<file path="config.mk">
export PLATFORM = sky130hd
export DESIGN_NAME = cube_face_move_sequencer
export DESIGN_NICKNAME = d
export VERILOG_FILES = /design/src/rtl/core/cfms_pkg.sv /design/src/rtl/core/cfms_dp.sv /design/src/rtl/core/cfms_ctrl.sv /design/src/rtl/core/cube_face_move_sequencer.sv
export SDC_FILE = /design/constraint.sdc
export NUM_CORES = 1
export LEC_CHECK = 0
export CELL_PAD_IN_SITES_DETAIL_PLACEMENT = 1
export CELL_PAD_IN_SITES_GLOBAL_PLACEMENT = 1
export CORE_ASPECT_RATIO = 1.4
export CORE_MARGIN = 2
export CORE_UTILIZATION = 28
export CTS_CLUSTER_DIAMETER = 200
export DETAILED_ROUTE_END_ITERATION = 8
export DONT_BUFFER_PORTS = 1
export HOLD_SLACK_MARGIN = 0.12
export PLACE_DENSITY = 0.51
export SLEW_MARGIN = 5
export SYNTH_ARGS = -nofsm -noshare
export SYNTH_HDL_FRONTEND = slang
export SYNTH_SLANG_ARGS = --single-unit
</file>
<file path="constraint.sdc">
create_clock -name aclk -period 2.41 [get_ports aclk]
set_clock_uncertainty 0.05 [all_clocks]
set_input_delay 0.241 -clock aclk [delete_from_list [all_inputs] [get_ports aclk]]
set_output_delay 0.241 -clock aclk [all_outputs]
set_load 0.05 [all_outputs]
</file>
<file path="src/rtl/core/cfms_pkg.sv">
// ---------------------------------------------------------------------------
// Cube face move sequencer package
// Shared types, command codes and the reset face order for the sequencer.
// ---------------------------------------------------------------------------
package cfms_pkg;

    localparam int NUM_FACES = 6;
    localparam int POS_W     = 3;

    typedef logic [7:0] letter_t;

    // ASCII face letters, in their order after reset.
    localparam letter_t LETTER_F = 8'h46;
    localparam letter_t LETTER_R = 8'h52;
    localparam letter_t LETTER_D = 8'h44;
    localparam letter_t LETTER_L = 8'h4C;
    localparam letter_t LETTER_U = 8'h55;
    localparam letter_t LETTER_B = 8'h42;

    localparam letter_t FACE_RESET [NUM_FACES] =
        '{LETTER_F, LETTER_R, LETTER_D, LETTER_L, LETTER_U, LETTER_B};

    // ASCII turn codes.
    localparam letter_t TURN_QUARTER_S = 8'h31;
    localparam letter_t TURN_HALF      = 8'h32;
    localparam letter_t TURN_QUARTER_N = 8'h33;

    // Face positions in the table.
    localparam logic [POS_W-1:0] POS_FRONT = 3'd0;
    localparam logic [POS_W-1:0] POS_ONE   = 3'd1;
    localparam logic [POS_W-1:0] POS_TWO   = 3'd2;
    localparam logic [POS_W-1:0] POS_THREE = 3'd3;
    localparam logic [POS_W-1:0] POS_FOUR  = 3'd4;
    localparam logic [POS_W-1:0] POS_FIVE  = 3'd5;

    localparam logic HAND_L = 1'b0;
    localparam logic HAND_R = 1'b1;
    localparam logic DIR_S  = 1'b0;
    localparam logic DIR_N  = 1'b1;

    localparam logic [1:0] ACT_OPEN  = 2'd0;
    localparam logic [1:0] ACT_CLOSE = 2'd1;
    localparam logic [1:0] ACT_ROT   = 2'd2;

    typedef struct packed {
        letter_t face_letter;
        letter_t turn_code;
    } item_t;

    typedef struct packed {
        logic       hand;
        logic [1:0] action;
        logic       direction;
        logic       half_turn;
        logic       alt_profile;
        logic       last;
    } result_t;

    typedef enum logic [3:0] {
        ST_IDLE,
        ST_PRE_OPEN,
        ST_PRE_HOME,
        ST_PRE_ROT,
        ST_PRE_CLOSE,
        ST_HOME_OPEN,
        ST_HOME_ROT,
        ST_HOME_CLOSE,
        ST_TURN
    } state_t;

    typedef struct packed {
        logic   load;
        logic   advance;
        state_t step;
    } dp_cmd_t;

    typedef struct packed {
        logic emit;
        logic slot_free;
        logic has_pre;
        logic home_needed;
    } dp_status_t;

endpackage

</file>
<file path="src/rtl/core/cfms_dp.sv">
// ---------------------------------------------------------------------------
// Cube face move sequencer datapath
// Holds the face table, hand flags and the output register, and builds the
// gripper command for each step that the controller names.
// ---------------------------------------------------------------------------
module cfms_dp (
    input  logic             aclk,
    input  logic             aresetn,
    input  cfms_pkg::dp_cmd_t    cmd,
    output cfms_pkg::dp_status_t status,
    input  cfms_pkg::item_t  s_data,
    output logic             m_valid,
    input  logic             m_ready,
    output cfms_pkg::result_t m_data
);
    import cfms_pkg::*;

    letter_t          face_order_reg [NUM_FACES];
    letter_t          face_order_next [NUM_FACES];
    logic [1:0]       turned_reg, turned_next;
    logic [POS_W-1:0] pos_reg, pos_next;
    letter_t          code_reg, code_next;
    logic             m_valid_reg, m_valid_next;
    result_t          m_data_reg, m_data_next;

    logic       has_pre, hand_a, hand_face, hand_other, dir_pre, half_pre;
    logic       flag_a, flag_other;
    logic       turn_valid, turn_dir, turn_half;
    logic       emit;
    result_t    word;
    logic [1:0] flag_clr, flag_tgl;
    logic       slot_free;

    // Per-position pattern: the pre-phase releases hand A, turns the cube
    // with the other hand, then the face is turned by the face hand.
    always_comb begin
        has_pre   = 1'b0;
        hand_a    = HAND_R;
        dir_pre   = DIR_S;
        half_pre  = 1'b0;
        hand_face = HAND_L;
        unique case (pos_reg)
            POS_FRONT: begin
                hand_face = HAND_L;
            end
            POS_ONE: begin
                has_pre   = 1'b1;
                half_pre  = 1'b1;
                hand_face = HAND_R;
            end
            POS_TWO: begin
                has_pre   = 1'b1;
                hand_face = HAND_R;
            end
            POS_THREE: begin
                hand_face = HAND_R;
            end
            POS_FOUR: begin
                has_pre   = 1'b1;
                dir_pre   = DIR_N;
                hand_face = HAND_R;
            end
            POS_FIVE: begin
                has_pre   = 1'b1;
                hand_a    = HAND_L;
                half_pre  = 1'b1;
                hand_face = HAND_L;
            end
            default: begin
                has_pre = 1'b0;
            end
        endcase
    end

    assign hand_other = ~hand_face;
    assign flag_a     = turned_reg[hand_a];
    assign flag_other = turned_reg[hand_other];
    assign turn_dir   = (code_reg == TURN_QUARTER_N);
    assign turn_half  = (code_reg == TURN_HALF);
    assign turn_valid = (code_reg == TURN_QUARTER_S) || turn_dir || turn_half;
    assign slot_free  = !m_valid_reg || m_ready;

    always_comb begin
        emit     = 1'b0;
        word     = '0;
        flag_clr = 2'b00;
        flag_tgl = 2'b00;
        unique case (cmd.step)
            ST_IDLE: begin
                emit = 1'b0;
            end
            ST_PRE_OPEN: begin
                emit        = has_pre;
                word.hand   = hand_a;
                word.action = ACT_OPEN;
            end
            ST_PRE_HOME: begin
                emit           = has_pre && flag_a;
                word.hand      = hand_a;
                word.action    = ACT_ROT;
                word.direction = DIR_N;
                flag_clr[hand_a] = has_pre;
            end
            ST_PRE_ROT: begin
                emit             = has_pre;
                word.hand        = ~hand_a;
                word.action      = ACT_ROT;
                word.direction   = dir_pre;
                word.half_turn   = half_pre;
                word.alt_profile = 1'b1;
                flag_tgl[~hand_a] = has_pre && !half_pre;
            end
            ST_PRE_CLOSE: begin
                emit        = has_pre;
                word.hand   = hand_a;
                word.action = ACT_CLOSE;
                word.last   = !flag_other && !turn_valid;
            end
            ST_HOME_OPEN: begin
                emit        = flag_other;
                word.hand   = hand_other;
                word.action = ACT_OPEN;
            end
            ST_HOME_ROT: begin
                emit           = flag_other;
                word.hand      = hand_other;
                word.action    = ACT_ROT;
                word.direction = DIR_N;
            end
            ST_HOME_CLOSE: begin
                emit        = flag_other;
                word.hand   = hand_other;
                word.action = ACT_CLOSE;
                word.last   = !turn_valid;
                flag_clr[hand_other] = 1'b1;
            end
            ST_TURN: begin
                emit           = turn_valid;
                word.hand      = hand_face;
                word.action    = ACT_ROT;
                word.direction = turn_dir;
                word.half_turn = turn_half;
                word.last      = 1'b1;
                flag_tgl[hand_face] = turn_valid && !turn_half;
            end
            default: begin
                emit = 1'b0;
            end
        endcase
    end

    always_comb begin
        pos_next  = pos_reg;
        code_next = code_reg;
        if (cmd.load) begin
            code_next = s_data.turn_code;
            // Scanning downwards leaves the lowest matching position.
            for (int i = NUM_FACES - 1; i >= 0; i--) begin
                if (face_order_reg[i] == s_data.face_letter) begin
                    pos_next = POS_W'(i);
                end
            end
        end
    end

    always_comb begin
        turned_next = turned_reg;
        if (cmd.advance) begin
            turned_next = (turned_reg & ~flag_clr) ^ flag_tgl;
        end
    end

    always_comb begin
        face_order_next = face_order_reg;
        if (cmd.advance && (cmd.step == ST_TURN)) begin
            unique case (pos_reg)
                POS_ONE: begin
                    face_order_next[1] = face_order_reg[3];
                    face_order_next[3] = face_order_reg[1];
                    face_order_next[2] = face_order_reg[4];
                    face_order_next[4] = face_order_reg[2];
                end
                POS_TWO: begin
                    face_order_next[1] = face_order_reg[4];
                    face_order_next[2] = face_order_reg[1];
                    face_order_next[3] = face_order_reg[2];
                    face_order_next[4] = face_order_reg[3];
                end
                POS_FOUR: begin
                    face_order_next[1] = face_order_reg[2];
                    face_order_next[2] = face_order_reg[3];
                    face_order_next[3] = face_order_reg[4];
                    face_order_next[4] = face_order_reg[1];
                end
                POS_FIVE: begin
                    face_order_next[2] = face_order_reg[4];
                    face_order_next[4] = face_order_reg[2];
                    face_order_next[0] = face_order_reg[5];
                    face_order_next[5] = face_order_reg[0];
                end
                default: begin
                    face_order_next = face_order_reg;
                end
            endcase
        end
    end

    always_comb begin
        m_valid_next = m_valid_reg && !m_ready;
        m_data_next  = m_data_reg;
        if (cmd.advance && emit) begin
            m_valid_next = 1'b1;
            m_data_next  = word;
        end
    end

    always_ff @(posedge aclk) begin
        if (!aresetn) begin
            face_order_reg <= FACE_RESET;
            turned_reg     <= 2'b00;
            pos_reg        <= POS_FRONT;
            m_valid_reg    <= 1'b0;
        end else begin
            face_order_reg <= face_order_next;
            turned_reg     <= turned_next;
            pos_reg        <= pos_next;
            m_valid_reg    <= m_valid_next;
        end
    end

    always_ff @(posedge aclk) begin
        code_reg   <= code_next;
        m_data_reg <= m_data_next;
    end

    assign status.emit        = emit;
    assign status.slot_free   = slot_free;
    assign status.has_pre     = has_pre;
    assign status.home_needed = flag_other;

    assign m_valid = m_valid_reg;
    assign m_data  = m_data_reg;

endmodule

</file>
<file path="src/rtl/core/cfms_ctrl.sv">
// ---------------------------------------------------------------------------
// Cube face move sequencer controller
// Walks the steps of one move, skipping the phases that the pattern lacks.
// ---------------------------------------------------------------------------
module cfms_ctrl (
    input  logic                 aclk,
    input  logic                 aresetn,
    input  logic                 s_valid,
    output logic                 s_ready,
    output cfms_pkg::dp_cmd_t    cmd,
    input  cfms_pkg::dp_status_t status
);
    import cfms_pkg::*;

    state_t state_reg, state_next;
    logic   step_go;

    // A step moves on when it has nothing to send or the output slot is free.
    assign step_go = (state_reg != ST_IDLE) && (!status.emit || status.slot_free);

    always_comb begin
        state_next = state_reg;
        unique case (state_reg)
            ST_IDLE: begin
                if (s_valid) begin
                    state_next = ST_PRE_OPEN;
                end
            end
            ST_PRE_OPEN: begin
                if (step_go) begin
                    if (status.has_pre) begin
                        state_next = ST_PRE_HOME;
                    end else if (status.home_needed) begin
                        state_next = ST_HOME_OPEN;
                    end else begin
                        state_next = ST_TURN;
                    end
                end
            end
            ST_PRE_HOME: begin
                if (step_go) begin
                    state_next = ST_PRE_ROT;
                end
            end
            ST_PRE_ROT: begin
                if (step_go) begin
                    state_next = ST_PRE_CLOSE;
                end
            end
            ST_PRE_CLOSE: begin
                if (step_go) begin
                    state_next = status.home_needed ? ST_HOME_OPEN : ST_TURN;
                end
            end
            ST_HOME_OPEN: begin
                if (step_go) begin
                    state_next = ST_HOME_ROT;
                end
            end
            ST_HOME_ROT: begin
                if (step_go) begin
                    state_next = ST_HOME_CLOSE;
                end
            end
            ST_HOME_CLOSE: begin
                if (step_go) begin
                    state_next = ST_TURN;
                end
            end
            ST_TURN: begin
                if (step_go) begin
                    state_next = ST_IDLE;
                end
            end
            default: begin
                state_next = ST_IDLE;
            end
        endcase
    end

    always_comb begin
        s_ready     = (state_reg == ST_IDLE);
        cmd.load    = s_valid && (state_reg == ST_IDLE);
        cmd.advance = step_go;
        cmd.step    = state_reg;
    end

    always_ff @(posedge aclk) begin
        if (!aresetn) begin
            state_reg <= ST_IDLE;
        end else begin
            state_reg <= state_next;
        end
    end

endmodule

</file>
<file path="src/rtl/core/cube_face_move_sequencer.sv">
// A new request is taken only in the idle state, once the previous run is
// through. The step sequencer sends at most one gripper command per cycle.
// Output stalls hold the current step until the output register drains.
// Reset (aresetn low, synchronous) restores the face order F R D L U B, clears
// both hand flags and the last position, and empties the output register.
// ---------------------------------------------------------------------------
// Cube face move sequencer
// Turns a face letter and turn code into a run of gripper commands.
// ---------------------------------------------------------------------------
module cube_face_move_sequencer (
    input  logic              aclk,
    input  logic              aresetn,
    input  logic              s_valid,
    output logic              s_ready,
    input  cfms_pkg::item_t   s_data,
    output logic              m_valid,
    input  logic              m_ready,
    output cfms_pkg::result_t m_data
);
    import cfms_pkg::*;

    dp_cmd_t    cmd;
    dp_status_t status;

    cfms_ctrl u_ctrl (
        .aclk    (aclk),
        .aresetn (aresetn),
        .s_valid (s_valid),
        .s_ready (s_ready),
        .cmd     (cmd),
        .status  (status)
    );

    cfms_dp u_dp (
        .aclk    (aclk),
        .aresetn (aresetn),
        .cmd     (cmd),
        .status  (status),
        .s_data  (s_data),
        .m_valid (m_valid),
        .m_ready (m_ready),
        .m_data  (m_data)
    );

endmodule

</file>
**Word level (Yosys, flattened, before mapping)**

Cells that the tools add are included.
Widths: inputs -> output; s select.

- Mux-type cells: 48
- $lt $le $gt $ge: 8
- Bitwise logic cells: 7
- Eq/ne operators: 31
- Reduce and logical (&&, ||, !) cells: 40

Operators with widths:

| operator | count |
|---|---|
| $pmux 8 s3 | 4 |
| $eq 8x8->1 | 6 |
| $mux 4 | 11 |
| $pmux 4 s9 | 1 |
| $eq 8x6->1 const B | 3 |
| $pmux 3 s8 | 1 |
| $mux 3 | 6 |
| $eq 4x3->1 const B | 4 |
| $ne 2x1->1 const B | 8 |
| $mux 1 | 15 |
| $logic_and 1x1->1 | 13 |
| $reduce_and 9->1 | 1 |
| $and 2x2->2 | 4 |
| $eq 4x2->1 const B | 2 |
| $lt 1x2->1 const B | 4 |
| $pmux 2 s2 | 2 |
| $reduce_and 2->1 | 4 |
| $reduce_or 4->1 | 2 |
| $logic_not 1->1 | 7 |
| $eq 3x2->1 const B | 2 |
| $eq 3x3->1 const B | 2 |
| $pmux 1 s3 | 2 |
| $reduce_bool 3->1 | 2 |
| $reduce_bool 6->1 | 1 |
| 16 further kinds | 27 |

- Register bits after elaboration: 73
- Logic and storage cells: 151

**Depth between registers and ports, before layout**

Gate-level depths: netlist of run 1.

- Depth in word-level cells: 12
- Mapped depth: 9

**By module**

Synthesis of run 1 repeated with hierarchy kept, for this count alone.

- Cell total of the unflattened synthesis: 527
- Area, all modules: 4578.1 um2

Modules (own cells, without submodules):

| module | cells an instance | area an instance (um2) | instances | seq. area each (um2) |
|---|---|---|---|---|
| cfms_dp | 482 | 4219.0 | 1 | 1531.5 |
| cfms_ctrl | 45 | 359.1 | 1 | 80.1 |

**Worst setup path before layout of run 1**

Ideal clock, no wire load.

- Kind: reg-to-reg
- From: register u_ctrl.state_reg[3]
- To: register u_dp.m_data_reg, in the netlist u_dp.m_data[0] (enable)
- Path buffers: 1
- Setup slack: 0.128 ns
- Stages on the path, launching flop included: 7
- Data arrival time: 1.872 ns
- Cells stage by stage: dfxtp_1 > clkbuf_1 > nor4b_1 > nand3_1 > o221ai_2 > a21oi_1 > nor2_1

- Cells in the longest elaborated chain, start to end: 7
- Elaborated cells on any way between the ends: 16
- Those cells by class: eq/ne: 8; mux: 1; reduce/logical: 7

RTL lines:

| item | RTL line | RTL |
|---|---|---|
| start, declared | cfms_ctrl.sv:15 | `state_t state_reg, state_next;` |
| start signal, assigned | cfms_ctrl.sv:92 | `state_reg <= state_next;` |
| $eq 4x3->1 (tied with other cells) | cfms_dp.sv:88 | `unique case (cmd.step)` |
| $reduce_or 3->1 (no line) | -- |  |
| $pmux 1 s4 | cfms_dp.sv:88 |  |
| $logic_not 1->1 | cfms_ctrl.sv:19 | `assign step_go = (state_reg != ST_IDLE) && (!status.emit \|\| status.slot_free);` |
| $logic_or 1x1->1 | cfms_ctrl.sv:19 |  |
| $logic_and 1x1->1 | cfms_ctrl.sv:19 |  |
| $logic_and 1x1->1 * | cfms_dp.sv:211 | `if (cmd.advance && emit) begin` |
| end signal, assigned | cfms_dp.sv:233 | `m_data_reg <= m_data_next;` |
| end, declared | cfms_dp.sv:24 | `result_t m_data_reg, m_data_next;` |

Mark *: on every way between the ends. The rest lies on a longest branch, timed or not.
A chain may end at the register's enable or synchronous reset.

**Final worst setup path of run 1**

- From: register u_dp.pos_reg[0]
- To: register u_dp.face_order_reg[13] (netlist bit)

- Cells in the longest elaborated chain, start to end: 11
- Elaborated cells on any way between the ends: 23
- Those cells by class: eq/ne: 5; mux: 8; reduce/logical: 10

RTL lines:

| item | RTL line | RTL |
|---|---|---|
| start, declared | cfms_dp.sv:21 | `logic [POS_W-1:0] pos_reg, pos_next;` |
| start signal, assigned | cfms_dp.sv:226 | `pos_reg <= pos_next;` |
| $eq 3x2->1 (tied with other cells) | cfms_dp.sv:42 | `unique case (pos_reg)` |
| $reduce_or 4->1 (no line) | -- |  |
| $mux 1 | cfms_dp.sv:42 |  |
| $mux 1 (not written as such) (2 in series) | cfms_dp.sv:77 | `assign flag_other = turned_reg[hand_other];` |
| $pmux 1 s4 | cfms_dp.sv:88 |  |
| $logic_not 1->1 | cfms_ctrl.sv:19 |  |
| $logic_or 1x1->1 | cfms_ctrl.sv:19 |  |
| $logic_and 1x1->1 | cfms_ctrl.sv:19 |  |
| $logic_and 1x1->1 | cfms_dp.sv:175 | `if (cmd.advance && (cmd.step == ST_TURN)) begin` |
| $reduce_and 2->1 (no line) | -- |  |
| end signal, assigned | cfms_dp.sv:224 | `face_order_reg <= face_order_next;` |
| end, declared | cfms_dp.sv:18 | `letter_t face_order_reg [NUM_FACES];` |

Several ways; a longest one is shown, not always the timed one. The select of a mux whose other input is x is not followed.

==> results of run 1 <==
## metrics by stage
step | worst slack (ns) | total power (µW)
after floorplan | 0.1284 | 1646
after global placement | -0.2901 | 1789
after detailed placement | -0.4049 | 1797
after CTS | -0.02624 | 3424
after global routing | -0.1003 | 3535
final | -0.01180 | 3408
## Yosys cell counts, drive strengths merged, types with 10 or more instances
cell	n	share of area (%)
edfxtp	15	10
nand3	18	2.0
nand2	46	3.8
a31oi	11	1.5
xnor2	24	4.6
o31ai	15	2.5
dfxtp	58	26
o21ai	17	1.9
a221oi	10	1.9
a22o	10	1.9
nor2b	10	1.4
inv	11	0.91
a21oi	34	3.8
buf	11	1.5
a211oi	14	3.9
clkbuf	34	2.8
nor2	47	3.9
mux2i	20	4.4
xor2	27	5.2
## critical path: stages, from the launching register on
cell and delay (ns):
dfxtp_2 0.35, mux2_4 0.32, a211oi_4 0.28, o221ai_4 0.15, buf_4 0.18, a2111o_2 0.49, buf_12 0.17, buf_12 0.14
o31ai_2 0.22
## routing by layer
layer	vias up	routed length, µm	track usage [%]
met2	63	8791	34.90
met4	0	423	7.643
li1	2032	-	-
met1	2135	6864	21.03
met5	-	0	0
met3	18	406	3.056
## worst paths after layout
path                                   to  slack, ns  depth (start not counted)
setup reg to reg  u_dp.face_order_reg[13]      -0.01                          8
hold reg to reg   u_dp.face_order_reg[47]       0.46                          2
hold / removal         u_dp.turned_reg[1]       0.15                          2
setup / recovery  u_dp.face_order_reg[13]      -0.01                          8
## area by class of cell
| cell class | count | area share [%] |
|---|---|---|
| Timing Repair Buffer | 84 | 13.30 |
| Sequential cell | 73 | 27.60 |
| Multi-Input combinational cell | 396 | 48.22 |
| Tap cell | 199 | 4.248 |
| Clock buffer | 9 | 3.842 |
| Inverter | 12 | 0.7684 |
| Clock inverter | 7 | 2.028 |
## cells by family after synthesis
group / Yosys count
multiplexers: 21
buffers and inverters: 57
AO/OA/AOI/OAI: 153
flip-flops: 73
AND/OR/NAND/NOR: 169
XOR/XNOR: 51
## timing repair
item	in CTS	in global routing
gates cloned	2	4
gates resized for setup	10	22
setup endpoints to repair	58	33
buffers inserted	7	4
hold buffers	10	0
pin swaps	4	6
endpoints found under the hold margin	46	0
## power groups by stage
stage / combinational (µW) / clock [µW] / sequential [µW]
floorplan: 311 / 0 / 1340
global placement: 446 / 0 / 1340
detailed placement: 452 / 0 / 1350
CTS: 489 / 1620 / 1320
global route: 539 / 1670 / 1320
finish: 499 / 1590 / 1320
==> results.toml, run 1 <==
[clocking]
numCtsBuffers = 9
cts_root_buffer = "clkbuf_16"
path_clk_slew_ns = 0.07
htree_levels = 3
clock-sinks = 73
ctsLongestPathBuffers = 2
tritoncts = "yes"
clk_latency_ns = 0.35

[worst_setup_path]
critPathLaunchType = "flop"
cp.required_ns = 2.61
critPathMaxFanout = 8
cp-end-kind = "flop"
startpoint = "u_dp.pos_reg[0]"
path_class = "flop to flop"
crit_arrival_ns = 2.63
r2r-start = "u_dp.pos_reg[0]"

[sta]
hold_ws_ns = 0.1478
setup_ws_ns = -0.01180
fin_crit_sh_pct = 100.5
report.final.slew_viol_count = 0
rsz0062_at_grt = "true"
setup_viol = 6
fmax_ghz = 0.4129
tns_ns = -0.05578
min_period_ns = 2.422
hold_viol = 0
maxSlewHeadroom_pct = 39.95
tightestPinTransition_ns = 0.8988

[place]
port_buffers = 0
placed_cell_area_um2 = 5022
place_congestion = 0.8219
numPlacedInstances = 737
dpl.hpwl_um = 11230

[layout]
final_cell_mix = "buf_4, dfxtp_1, nor2_1, nand2_1, a21oi_1"
stdcell_area_um2 = 5862
final_cells = 780
regArea_um2 = 1618
final_nets = 596
largest_reg_flops = 48
n_antenna_cell = 0
mostFrequentLayoutCell = "buf_4"
utilization_pct = 36.72
drive_gt1_share_pct = 22.89
area_growth_pct = 29.67
multiInputGateArea_um2 = 2826
fill_cells = 1844

[die]
rows = 55
core_um2 = 15970
die_w_um = 111.4
die_y_um = 154.3
ios = 29
die_area_um2 = 17190
initial_utilization_pct = 28.32

[worst_hold_path]
hold_class = "input port to flop"
min_from = "aresetn"

[synth]
synth_edf_count = 15
synth_top_family_by_area = "compound AO/OA/AOI/OAI gates"
async_flop_share_pct = 0
synth-warning-count = 0
ys.flop_type = "dfxtp_1"
synth_area_per_cell_um2 = 8.627
synthSimpleGateAreaFrac_pct = 18.65
yosys.area_share.adder_pct = 0
synth-xor-area-share_pct = 9.881
synth.area.mux_share_pct = 4.678
yosys.cell_types.count = 66
seq_area_frac_synth_pct = 35.65
ys_ff_latch = 73
netlist_area_um2 = 4521
netlist_instances = 524
synth-compound-area-share_pct = 25.77
syn_nets = 544

[drt]
vias = 4248
post_drt_wl_per_cell_um = 21.14
drc_errors = 0
vias_per_cell = 5.446
antenna_left = 0
drt_iter0_markers = 209
dr.pass1.iters = 4
drt_wl_total_um = 16490

[pwr]
switching_share_pct = 26.15
power_frac_seq_pct = 38.7
pwr-share-comb_pct = 14.6
p_leak_uw = 0.002117
power_density_nw_per_um2 = 581.3
ir_worst_vdd_v = 0.0003278
clock_power_share_pct = 46.6
p_switching_uw = 890.9
p_int_uw = 2517

[run]
cap_violations = 0

[status]
outcome = "complete, but fails checks"
violations = "negative setup slack"

[global_routing]
antenna_found_initial = 0
grt_pass1_vias = 4453
grt_use_total_pct = 18.72
grt_pass1_wl_um = 25150
grt_overflow = 0
grt_max_degree = 49
Power figures use the tool's default switching activity.
==> run 2, diff against run 1 <==
--- a/config.mk
+++ b/config.mk
@@ -5,16 +5,17 @@
 export SDC_FILE = /design/constraint.sdc
 export NUM_CORES = 1
 export LEC_CHECK = 0
+export ABC_AREA = 1
 export CELL_PAD_IN_SITES_DETAIL_PLACEMENT = 1
 export CELL_PAD_IN_SITES_GLOBAL_PLACEMENT = 1
-export CORE_ASPECT_RATIO = 1.4
 export CORE_MARGIN = 2
 export CORE_UTILIZATION = 28
 export CTS_CLUSTER_DIAMETER = 200
+export CTS_CLUSTER_SIZE = 25
 export DETAILED_ROUTE_END_ITERATION = 8
 export DONT_BUFFER_PORTS = 1
 export HOLD_SLACK_MARGIN = 0.12
-export PLACE_DENSITY = 0.51
+export PLACE_DENSITY = 0.55
 export SLEW_MARGIN = 5
 export SYNTH_ARGS = -nofsm -noshare
 export SYNTH_HDL_FRONTEND = slang
==> run 2 against run 1 <==
The flow now finishes without violations. Synthesized cell count is 41% higher. Combinational power is 120% higher. Maximum frequency is 11% higher. Routed wire length is 0.28% higher. Clock power is 3% higher. Non-clock buffer count is 56 lower. Via count is 13% higher. Global-route usage is 0.20 points lower. Critical path depth is 4 higher. Largest cell class unchanged. Highest routed layer unchanged.
==> results.toml, run 2 <==
[clocking]
path_clk_slew_ns = 0.06
ctsLongestPathBuffers = 2
numCtsBuffers = 9
tritoncts = "yes"
htree_levels = 3
post_cts_buffers = 0
clk_latency_ns = 0.34
cts_root_buffer = "clkbuf_16"
clock-sinks = 73

[drt]
drt_wl_total_um = 16530
vias_per_cell = 4.978
drc_errors = 0
post_drt_wl_per_cell_um = 17.10
dr.pass1.iters = 4
vias = 4814
antenna_left = 0
drt_iter0_markers = 201

[sta]
min_period_ns = 2.173
fmax_ghz = 0.4602
fin_crit_sh_pct = 90.16
hold_ws_ns = 0.1698
report.final.slew_viol_count = 0
maxSlewHeadroom_pct = 39.99
tns_ns = 0
setup_viol = 0
rsz0062_at_grt = "false"
tightestPinTransition_ns = 0.8969
hold_viol = 0

[pwr]
power_density_nw_per_um2 = 761.4
p_switching_uw = 1437
finalPower_uw = 4207
clock_power_share_pct = 38.9
p_leak_uw = 0.002567
ir_worst_vdd_v = 0.0005817
pwr-share-comb_pct = 26.5
p_int_uw = 2770
switching_share_pct = 34.16
power_frac_seq_pct = 34.6

[synth]
async_flop_share_pct = 0
netlist_area_um2 = 4743
synth-warning-count = 0
synth_most_common_cell = "nand2_1"
ys_ff_latch = 73
synth_commonest_cells = "nand2_1, inv_1, nor2_1"
synth.area.mux_share_pct = 0
yosys.cell_types.count = 32
synth-compound-area-share_pct = 9.760
syn_nets = 761
yosys.area_share.adder_pct = 0
synth_top_family_by_area = "simple AND/OR/NAND/NOR gates"
netlist_instances = 741
synth-xor-area-share_pct = 5.355
synth.area.top_cells = "dfxtp_1, nand2_1, edfxtp_1, inv_1, nor2_1"
synth.largest_area_cell = "dfxtp_1"
ys.flop_type = "dfxtp_1"
synthSimpleGateAreaFrac_pct = 37.67
synth_edf_count = 15
yosys.area.top_type_share_pct = 24.48
synth_area_per_cell_um2 = 6.401
seq_area_frac_synth_pct = 33.98

[place]
placed_cell_area_um2 = 4981
dpl.hpwl_um = 11110
place_congestion = 0.8553
port_buffers = 0

[layout]
utilization_pct = 33.32
final_cell_mix = "nand2_1, inv_1, nor2_1"
drive_gt1_share_pct = 6.827
final_nets = 762
area_growth_pct = 16.49
stdcell_area_um2 = 5525
mostFrequentLayoutCell = "nand2_1"
n_antenna_cell = 0
largest_reg_flops = 48

[worst_setup_path]
crit_top_cell = "nand2_1"
critPathBufInv = 2
cp_slowest_stage_delay_ns = 0.45
cp_slowest_cell = "dfxtp_1"
critPathLaunchType = "flop"
critPathMaxFanout = 8
cp.required_ns = 2.64
crit_arrival_ns = 2.40
cp-end-kind = "flop"
critPathTopFamily = "simple AND/OR/NAND/NOR gates"
crit_chain = "nor2_1 -> nand2_1 -> nand2_1 -> nand3_1 -> nand2_1 -> inv_1 -> nand3_4 -> nand2_8 -> nand3_2 -> nand2_1 -> inv_1 -> nor2_1"
path_class = "flop to flop"

[global_routing]
grt_pass1_wl_um = 25970
grt_overflow = 0
antenna_found_initial = 0
grt_max_degree = 54
grt_use_total_pct = 18.52
grt_pass1_vias = 4940

[die]
core_um2 = 16580
rows = 47
die_y_um = 134.2
initial_utilization_pct = 28.60
ios = 29
die_w_um = 134.2
die_area_um2 = 18000

[run]
cap_violations = 0

[status]
outcome = "finished, final reports clean"

[worst_hold_path]
hold_class = "input port to flop"
run 2: cell types whose count changed in the layout (fill, tap and decap cells not counted), moves of 15 or more:
cell     before  now
buf_4        65   15
inv_1        11  113
mux2i_1      20    0
nand2_1      46  220
nand3_1      17   36
nand4_1       9   52
nor2_1       46   86
o22ai_1       5   20
xnor2_1      24    7
run 2: final cells by class:
class                           instances  area, µm²
Clock buffer                           12      257.7
Fill cell                            2128      11060
Multi-Input combinational cell        514       2565
Sequential cell                        73       1613
Clock inverter                          4      98.84
Timing Repair Buffer                   28      280.3
Tap cell                              220      275.3
Inverter                              116      435.4
run 2: logic make-up after synthesis:
group,after synthesis
and+or+nand+nor,408
buffers and inverters,157
AOI/OAI and AO/OA,74
DFF,73
xor gates and xnor gates,29
run 2: timing repair:
item	CTS	global route
gates resized for setup	0	5
hold buffers	11	0
endpoints found under the hold margin	61	0
setup endpoints to repair	0	51
run 2: power by group through the flow:
| stage | combinational, µW | clock (µW) | sequential (µW) |
|---|---|---|---|
| final | 1110 | 1640 | 1460 |
| after global routing | 1250 | 1730 | 1470 |
| after CTS | 1110 | 1680 | 1460 |
| after detailed placement | 1070 | 0 | 1480 |
| after global placement | 1060 | 0 | 1480 |
| after floorplan | 777 | 0 | 1470 |
run 2: path summary, 6_finish.rpt:
| check | from | slack [ns] | cells past startpoint | to |
|---|---|---|---|---|
| min reg2reg | u_dp.face_order_reg[26] | 0.44 | 2 | u_dp.face_order_reg[26] |
| min | aresetn | 0.17 | 2 | u_dp.face_order_reg[38] |
| max reg2reg | u_dp.pos_reg[0] | 0.24 | 12 | u_dp.face_order_reg[32] |
| max | u_dp.pos_reg[0] | 0.24 | 12 | u_dp.face_order_reg[32] |
run 2: metal layers:
metal  part of all wire [%]  track usage [%]  vias to the layer above
li1                       -                -                     2384
met1                     44            21.32                     2323
met2                     51            33.36                       79
met3                    2.9            3.439                       28
met4                    2.6            8.246                        0
met5                      0                0                        -
run 2: stage by stage:
step,setup WS (ns),instances
after floorplan,0.1811,741
after global placement,0.1882,937
after detailed placement,0.02518,937
after CTS,0.01376,964
after global routing,0.02870,967
final,0.2373,967
